==> src/rtl/core/sfd_pkg.sv <==
package sfd_pkg;

  localparam int FRAME_BYTES = 25;
  localparam int NUM_CHAN    = 10;
  localparam int CHAN_W      = 11;
  localparam int PROD_W      = 22;
  localparam int AGE_W       = 16;
  localparam int DB_W        = 10;

  localparam logic [7:0]        HEADER_BYTE   = 8'h0F;
  localparam logic [7:0]        FOOTER_BYTE   = 8'h00;
  localparam logic [7:0]        LOST_MASK     = 8'h0C;
  localparam logic [CHAN_W-1:0] CHAN_CENTRE   = 11'd1000;
  localparam logic [CHAN_W-1:0] CHAN_OFFSET   = 11'd200;
  localparam logic [CHAN_W-1:0] CHAN_DIVISOR  = 11'd2047;
  localparam logic [AGE_W-1:0]  AGE_MAX       = 16'hFFFF;
  localparam logic [DB_W-1:0]   DEADBAND_RST  = 10'd50;
  localparam logic [AGE_W-1:0]  TIMEOUT_RST   = 16'd100;

  typedef enum logic [1:0] {
    REQ_BYTE = 2'd0,
    REQ_IDLE = 2'd1,
    REQ_TICK = 2'd2,
    REQ_NONE = 2'd3
  } req_type_t;

  typedef enum logic [1:0] {
    ST_DECODED = 2'd0,
    ST_BAD     = 2'd1,
    ST_LOST    = 2'd2,
    ST_TIMEOUT = 2'd3
  } status_t;

  typedef enum logic {
    REG_DEADBAND = 1'b0,
    REG_TIMEOUT  = 1'b1
  } reg_index_t;

  typedef struct packed {
    logic [1:0] req_type;
    logic [7:0] rx_byte;
  } req_item_t;

  typedef struct packed {
    logic [1:0]        status;
    logic              connected;
    logic [CHAN_W-1:0] chan_1;
    logic [CHAN_W-1:0] chan_2;
    logic [CHAN_W-1:0] chan_3;
    logic [CHAN_W-1:0] chan_4;
    logic [CHAN_W-1:0] chan_5;
    logic [CHAN_W-1:0] chan_6;
    logic [CHAN_W-1:0] chan_7;
    logic [CHAN_W-1:0] chan_8;
    logic [CHAN_W-1:0] chan_9;
    logic [CHAN_W-1:0] chan_10;
  } rsp_item_t;

  typedef struct packed {
    logic    ld_raw;
    logic    ld_prod;
    logic    ld_value;
    status_t status;
  } lane_ctrl_t;

endpackage

==> src/rtl/core/sfd_byte_cell.sv <==
module sfd_byte_cell
  import sfd_pkg::*;
(
  input  logic       clk,
  input  logic       rst,
  input  logic       shift,
  input  logic [7:0] din,
  output logic [7:0] dout
);

  logic [7:0] data;

  always_ff @(posedge clk) begin
    if (rst) begin
      data <= FOOTER_BYTE;
    end else if (shift) begin
      data <= din;
    end
  end

  assign dout = data;

endmodule

==> src/rtl/core/sfd_chan_cell.sv <==
module sfd_chan_cell
  import sfd_pkg::*;
(
  input  logic              clk,
  input  logic              rst,
  input  lane_ctrl_t        ctrl,
  input  logic [DB_W-1:0]   deadband,
  input  logic [CHAN_W-1:0] raw_in,
  output logic [CHAN_W-1:0] value_out
);

  logic [CHAN_W-1:0] raw;
  logic [PROD_W-1:0] prod;
  logic [CHAN_W-1:0] value;
  logic [CHAN_W-1:0] value_next;

  logic [CHAN_W-1:0] quo;
  logic [CHAN_W:0]   rem;
  logic [CHAN_W-1:0] quo_fix;
  logic [CHAN_W-1:0] mapped;
  logic [CHAN_W-1:0] gap;
  logic [CHAN_W-1:0] banded;

  always_ff @(posedge clk) begin
    if (ctrl.ld_raw) begin
      raw <= raw_in;
    end
    if (ctrl.ld_prod) begin
      // x * 1600 as x * (1024 + 512 + 64)
      prod <= {1'b0, raw, 10'd0} + {2'b0, raw, 9'd0} + {5'b0, raw, 6'd0};
    end
  end

  // divide by 2^11 - 1: remainder is low part plus quotient, one correction
  always_comb begin
    quo     = prod[PROD_W-1:CHAN_W];
    rem     = {1'b0, prod[CHAN_W-1:0]} + {1'b0, quo};
    quo_fix = (rem >= {1'b0, CHAN_DIVISOR}) ? quo + 11'd1 : quo;
    // result stays within 200..1800, so no clamp is applied
    mapped  = quo_fix + CHAN_OFFSET;
    gap     = (mapped > CHAN_CENTRE) ? mapped - CHAN_CENTRE : CHAN_CENTRE - mapped;
    banded  = (gap < {1'b0, deadband}) ? CHAN_CENTRE : mapped;
  end

  always_comb begin
    case (ctrl.status)
      ST_DECODED: value_next = banded;
      ST_BAD:     value_next = value;
      default:    value_next = CHAN_CENTRE;
    endcase
  end

  always_ff @(posedge clk) begin
    if (rst) begin
      value <= CHAN_CENTRE;
    end else if (ctrl.ld_value) begin
      value <= value_next;
    end
  end

  assign value_out = value;

endmodule

==> src/rtl/core/sbus_frame_decoder.sv <==
// channel | handshake            | payload
// req     | req_valid, req_stall | req_type, rx_byte
// rsp     | rsp_valid, rsp_stall | status, connected, chan_1..chan_10
// cfg     | apb write/read       | deadband (addr 0), timeout_ticks (addr 4)
//
// one item per cycle while req_stall is low; a result passes through s1, s2 and the output register
// the channel lane follows the pipe: raw capture, constant multiply, divide and deadband
// reset clears the byte chain, link state and channel values (all 1000)
// rsp_stall holds the result pipe; req_stall rises only when all three stages are full
module sbus_frame_decoder
  import sfd_pkg::*;
(
  input  logic        clk,
  input  logic        rst,
  input  logic        req_valid,
  output logic        req_stall,
  input  req_item_t   req,
  output logic        rsp_valid,
  input  logic        rsp_stall,
  output rsp_item_t   rsp,
  input  logic        psel,
  input  logic        penable,
  input  logic        pwrite,
  input  logic [2:0]  paddr,
  input  logic [31:0] pwdata,
  output logic [31:0] prdata,
  output logic        pready
);

  // configuration registers
  logic [DB_W-1:0]  deadband;
  logic [AGE_W-1:0] timeout_ticks;
  logic             cfg_write;

  assign pready    = 1'b1;
  assign cfg_write = psel && penable && pwrite;

  always_ff @(posedge clk) begin
    if (rst) begin
      deadband      <= DEADBAND_RST;
      timeout_ticks <= TIMEOUT_RST;
    end else if (cfg_write) begin
      if (paddr[2] == REG_DEADBAND) begin
        deadband <= pwdata[DB_W-1:0];
      end else begin
        timeout_ticks <= pwdata[AGE_W-1:0];
      end
    end
  end

  always_comb begin
    if (paddr[2] == REG_DEADBAND) begin
      prdata = {22'd0, deadband};
    end else begin
      prdata = {16'd0, timeout_ticks};
    end
  end

  // result pipe occupancy
  logic    s1_valid, s2_valid;
  status_t s1_status, s2_status, out_status;
  logic    s1_conn, s2_conn, out_conn;
  logic    out_free, s2_free, s1_free;

  assign out_free  = !rsp_valid || !rsp_stall;
  assign s2_free   = !s2_valid || out_free;
  assign s1_free   = !s1_valid || s2_free;
  assign req_stall = !s1_free;

  logic      accept;
  req_type_t req_kind;
  assign accept   = req_valid && !req_stall;
  assign req_kind = req_type_t'(req.req_type);

  // byte chain: oldest byte at cell 0, newest enters at the far end
  logic [7:0] byte_q [FRAME_BYTES];
  logic       shift_in;
  assign shift_in = accept && (req_kind == REQ_BYTE);

  genvar gi;
  generate
    for (gi = 0; gi < FRAME_BYTES; gi++) begin : g_byte
      logic [7:0] din;
      if (gi == FRAME_BYTES - 1) begin : g_tail
        assign din = req.rx_byte;
      end else begin : g_mid
        assign din = byte_q[gi+1];
      end
      sfd_byte_cell u_cell (
        .clk   (clk),
        .rst   (rst),
        .shift (shift_in),
        .din   (din),
        .dout  (byte_q[gi])
      );
    end
  endgenerate

  // channel bits are packed little-endian from byte 1 onward
  localparam int PAY_BYTES = (NUM_CHAN * CHAN_W + 7) / 8;
  logic [8*PAY_BYTES-1:0] pay_bits;

  generate
    for (gi = 0; gi < PAY_BYTES; gi++) begin : g_pay
      assign pay_bits[8*gi +: 8] = byte_q[gi+1];
    end
  endgenerate

  // frame checks
  logic frame_ok, frame_lost;
  assign frame_ok   = (byte_q[0] == HEADER_BYTE) && (byte_q[FRAME_BYTES-1] == FOOTER_BYTE);
  assign frame_lost = (byte_q[FRAME_BYTES-2] & LOST_MASK) != 8'd0;

  // link watchdog
  logic             link_up, link_up_next;
  logic [AGE_W-1:0] frame_age, frame_age_next, age_inc;
  logic             has_result;
  status_t          new_status;

  assign age_inc = (frame_age == AGE_MAX) ? frame_age : frame_age + 16'd1;

  always_comb begin
    link_up_next   = link_up;
    frame_age_next = frame_age;
    has_result     = 1'b0;
    new_status     = ST_BAD;
    if (accept) begin
      case (req_kind)
        REQ_IDLE: begin
          has_result = 1'b1;
          if (!frame_ok) begin
            new_status = ST_BAD;
          end else if (frame_lost) begin
            new_status   = ST_LOST;
            link_up_next = 1'b0;
          end else begin
            new_status     = ST_DECODED;
            link_up_next   = 1'b1;
            frame_age_next = '0;
          end
        end
        REQ_TICK: begin
          frame_age_next = age_inc;
          if (link_up && (age_inc > timeout_ticks)) begin
            has_result   = 1'b1;
            new_status   = ST_TIMEOUT;
            link_up_next = 1'b0;
          end
        end
        default: begin
        end
      endcase
    end
  end

  always_ff @(posedge clk) begin
    if (rst) begin
      link_up   <= 1'b0;
      frame_age <= '0;
    end else begin
      link_up   <= link_up_next;
      frame_age <= frame_age_next;
    end
  end

  // pipe control
  always_ff @(posedge clk) begin
    if (rst) begin
      s1_valid  <= 1'b0;
      s2_valid  <= 1'b0;
      rsp_valid <= 1'b0;
    end else begin
      if (s1_free) begin
        s1_valid <= has_result;
      end
      if (s2_free) begin
        s2_valid <= s1_valid;
      end
      if (out_free) begin
        rsp_valid <= s2_valid;
      end
    end
  end

  always_ff @(posedge clk) begin
    if (has_result) begin
      s1_status <= new_status;
      s1_conn   <= link_up_next;
    end
    if (s1_valid && s2_free) begin
      s2_status <= s1_status;
      s2_conn   <= s1_conn;
    end
    if (s2_valid && out_free) begin
      out_status <= s2_status;
      out_conn   <= s2_conn;
    end
  end

  // channel lanes: value register at the tail holds channel state
  lane_ctrl_t        lane_ctrl;
  logic [CHAN_W-1:0] chan_val [NUM_CHAN];

  assign lane_ctrl.ld_raw   = has_result && (new_status == ST_DECODED);
  assign lane_ctrl.ld_prod  = s1_valid && s2_free;
  assign lane_ctrl.ld_value = s2_valid && out_free;
  assign lane_ctrl.status   = s2_status;

  generate
    for (gi = 0; gi < NUM_CHAN; gi++) begin : g_chan
      sfd_chan_cell u_lane (
        .clk       (clk),
        .rst       (rst),
        .ctrl      (lane_ctrl),
        .deadband  (deadband),
        .raw_in    (pay_bits[CHAN_W*gi +: CHAN_W]),
        .value_out (chan_val[gi])
      );
    end
  endgenerate

  assign rsp.status    = out_status;
  assign rsp.connected = out_conn;
  assign rsp.chan_1    = chan_val[0];
  assign rsp.chan_2    = chan_val[1];
  assign rsp.chan_3    = chan_val[2];
  assign rsp.chan_4    = chan_val[3];
  assign rsp.chan_5    = chan_val[4];
  assign rsp.chan_6    = chan_val[5];
  assign rsp.chan_7    = chan_val[6];
  assign rsp.chan_8    = chan_val[7];
  assign rsp.chan_9    = chan_val[8];
  assign rsp.chan_10   = chan_val[9];

endmodule
==> config.mk <==
export PLATFORM = sky130hd
export DESIGN_NAME = sbus_frame_decoder
export DESIGN_NICKNAME = d
export VERILOG_FILES = /design/src/rtl/core/sfd_pkg.sv /design/src/rtl/core/sfd_byte_cell.sv /design/src/rtl/core/sfd_chan_cell.sv /design/src/rtl/core/sbus_frame_decoder.sv
export SDC_FILE = /design/constraint.sdc
export NUM_CORES = 2
export LEC_CHECK = 0
export BUFFER_PORTS_ARGS = -buffer_cell sky130_fd_sc_hd__buf_2
export CAP_MARGIN = 10
export CORE_MARGIN = 2
export CORE_UTILIZATION = 30
export DETAILED_ROUTE_END_ITERATION = 10
export PLACE_DENSITY = 0.55
export SYNTH_ARGS = -nofsm -noshare
export SYNTH_HDL_FRONTEND = slang
export SYNTH_SLANG_ARGS = --single-unit
==> constraint.sdc <==
create_clock -name clk -period 11.75 [get_ports clk]
set_input_delay 1.7625 -clock clk [delete_from_list [all_inputs] [get_ports clk]]
set_output_delay 1.7625 -clock clk [all_outputs]
set_load 0.05 [all_outputs]
==> results.cfg <==
[detailed_routing]
ant_nets = 0
wl_um = 107500
drt_iter0_markers = 2133
vias_per_cell = 4.977
dr.pass1.iters = 5
routedWlPerCell_um = 16.87
num_vias = 31692
post-route-drc-count = 0

[worst_setup_path]
path_max_fanout = 10
cp-startpoint = g_chan[8].u_lane.prod[17]$_DFFE_PP_
critPathKind = reg -> reg
reg2reg_slack_ps = 3880
critPathArrivalTime_ps = 8450
cp_slowest_cell = o31ai_2
cp.buffers_inverters = 1
critPathTopFamily = compound AO/OA/AOI/OAI gates
worstSetupStartpointType = register
rr_startpoint = g_chan[8].u_lane.prod[17]$_DFFE_PP_
required_ps = 12330
max_stage_delay_ps = 700
end_kind = register

[global_route]
grt_util_all_layers_pct = 15.10
grt_max_degree = 96
grt_pass1_wl_um = 169200
grt_pass1_vias = 30334
grt_overflow = 0
antenna_found_initial = 12

[die]
die_area_um2 = 139600
core_um2 = 135500
io_pins = 200
die_w_um = 373.6
die_h_um = 373.6
rows = 135
start_util_pct = 30.26

[timing]
fmax_mhz = 127.0
setup_viol = 0
post-route-period-util_pct = 67.01
finalHoldViolCount = 0
skew_ps = 33.50
slew_headroom_pct = 30.22
fin_crit_ps = 7874
finalSetupTns_ps = 0
tightestPinTransition_ps = 1047
rsz0062_at_grt = false
maxSlewViolCount = 0

[clock_network]
clock-sinks = 635
cts_max_level = 3
cts_root_buf = clkbuf_16
clock_latency_ps = 650
numCtsBuffers = 75
cts_setup_buffers = 0
cts_tree = built
cts_resized = 0
cts_buffer_depth = 3
cts_hold_repair.buffers = 0
path_clk_slew_ps = 60

[synth]
yosys_warnings = 0
avgSynthCellArea_um2 = 9.309
yosys.area_share.adder_pct = 15.42
ys_seq_area_share_pct = 37.83
synth-compound-area-share_pct = 17.81
synth_top_area_share_pct = 20.44
synth_xor_area_share_pct = 7.067
synth-edff-count = 279
yosysMostFrequentCell = nand2_1
synth.area.mux_share_pct = 1.920
yosys.area_share.simple_pct = 16.13
synth-seq-cells = 635
synth_top_area_cell = edfxtp_1
synth_area_leaders = edfxtp_1 (20%), dfxtp_1 (17%), ha_1 (11%)
syn-cell-area_um2 = 40990
synthFlopType = dfxtp_1
synth.distinct_cells = 117
synth_cells = 4403
synth_top_family_by_area = compound AO/OA/AOI/OAI gates
async_reset_ff_share_pct = 0
netlist_top_cells_count = nand2_1 (661), a21oi_1 (408), ha_1 (361)

[run_status]
status = finished clean

[layout]
drive_above_1_share_pct = 8.750
num-nets-final = 5024
final_cells = 6368
area_growth_syn_to_layout_pct = 12.84

[power_and_ir_drop]
ir_drop_mv = 0.09462
p_leak_nw = 17.81
power_switching_w = 0.001229
clkPwrFrac_pct = 47.9
switching_share_pct = 24.05
intPower_w = 0.003880
p_seq_share_pct = 45.5
combPwrFrac_pct = 6.6
power.density_nw_per_um2 = 110.5

[placed_design]
post-dp-hpwl_um = 79440
gp_congestion = 0.8488
dp.cells = 6225
port_buffers = 164

[min_path]
min-delay-start = s2_conn$_DFFE_PP_
hp-class = reg -> reg

[run]
drv_cap = 0
cell usage in the layout (no fill, tap or decap), types with 43 or more instances in the layout:
cell type / Yosys / routed
nand2_1: 661 / 661
a21oi_1: 408 / 408
ha_1: 361 / 361
dfxtp_1: 356 / 356
edfxtp_1: 279 / 279
nor2_1: 250 / 248
xnor2_1: 224 / 224
inv_1: 219 / 219
o21ai_0: 190 / 190
buf_2: 18 / 163
xor2_1: 94 / 94
fa_1: 90 / 90
nand3_1: 87 / 86
clkbuf_16: 0 / 77
mux2i_1: 61 / 61
a21o_1: 54 / 54
nor3_1: 55 / 54
nand2b_1: 46 / 46
and3_1: 45 / 44
o21bai_1: 43 / 43
area by class of cell:
type	instances	area (um^2)
antenna	4	10.01
clock buffer	97	2062
clock inverter	42	544.3
fill	13823	89220
inverter	222	833.3
multi-input combinational	3395	24030
sequential	635	15500
tap	1781	2228
timing repair buffer	192	1040
final timing paths:
path                            depth (start not counted)                                    endpoint
worst min register to register                          0                          out_conn$_DFFE_PP_
worst max register to register                         26  g_chan[8].u_lane.value_out[3]$_SDFFE_PP1P_
worst max-delay path                                   26  g_chan[8].u_lane.value_out[3]$_SDFFE_PP1P_
worst min-delay path                                    0                          out_conn$_DFFE_PP_
state kept, by name, summed over array words and instances, names as in the netlist:
register                 count
s2_status                    2
rsp_valid                    1
g_chan.u_lane.raw          110
link_up                      1
deadband                    10
s2_valid                     1
timeout_ticks               16
frame_age                   16
g_chan.u_lane.value_out    110
s2_conn                      1
g_byte.u_cell.dout         200
out_status                   2
out_conn                     1
s1_conn                      1
g_chan.u_lane.prod         160
s1_valid                     1
s1_status                    2
metal layers:
layer / vias to the layer above / global-route usage [%] / share of wire [%]
met4: 6 / 4.049 / 2.1
met5: - / 0 / 0.034
met3: 122 / 2.637 / 4.7
met2: 560 / 24.74 / 45
li1: 15972 / - / -
met1: 15032 / 20.41 / 48
logic make-up after synthesis:
logic type	count (synthesis)
and+or+nand+nor	1414
AOI/OAI and AO/OA	1114
DFF	635
adders and majority gates	451
buffers and inverters	388
xor gates and xnor gates	324
muxes	75
other	2
per-stage QoR:
| stage | hold slack (ps) | instance area [um^2] | power (W) | util, % | setup WS, ps |
|---|---|---|---|---|---|
| final | 415.8 | 46250 | 0.005109 | 34.14 | 3876 |
| after global routing | 416.4 | 46240 | 0.005315 | 34.14 | 3143 |
| after CTS | 413.5 | 46240 | 0.005184 | 34.13 | 3867 |
| after detailed placement | 406.1 | 43630 | 0.002713 | 32.21 | 3941 |
| after global placement | 402.1 | 43630 | 0.002708 | 32.21 | 4022 |
| after floorplan | 400.3 | 41050 | 0.002628 | - | 3263 |
power groups by stage:
stage	sequential (W)	clock [W]	combinational, W
after detailed placement	0.00237	0	0.000340
after global placement	0.00237	0	0.000335
after global routing	0.00233	0.00261	0.000380
final	0.00233	0.00245	0.000338
after floorplan	0.00237	0	0.000259
after CTS	0.00233	0.00252	0.000342
worst register-to-register path: stages, from the launching register on:
cell,delay (ps)
edfxtp_1,560
ha_1,290
fa_1,490
o211ai_1,90
a221oi_1,310
a221oi_1,220
o211ai_2,450
nand2_1,120
xnor2_1,410
ha_1,370
inv_1,120
or3_1,360
nor3_1,120
nand3b_1,230
o21bai_1,110
xnor2_1,290
o31ai_2,700
mux2i_1,290
xnor2_1,140
ha_1,260
and3_1,190
a2111oi_0,450
a21oi_1,130
a211oi_1,300
nor2_1,120
a31oi_1,480
o22a_1,230
(Power assumes the default switching activity.)
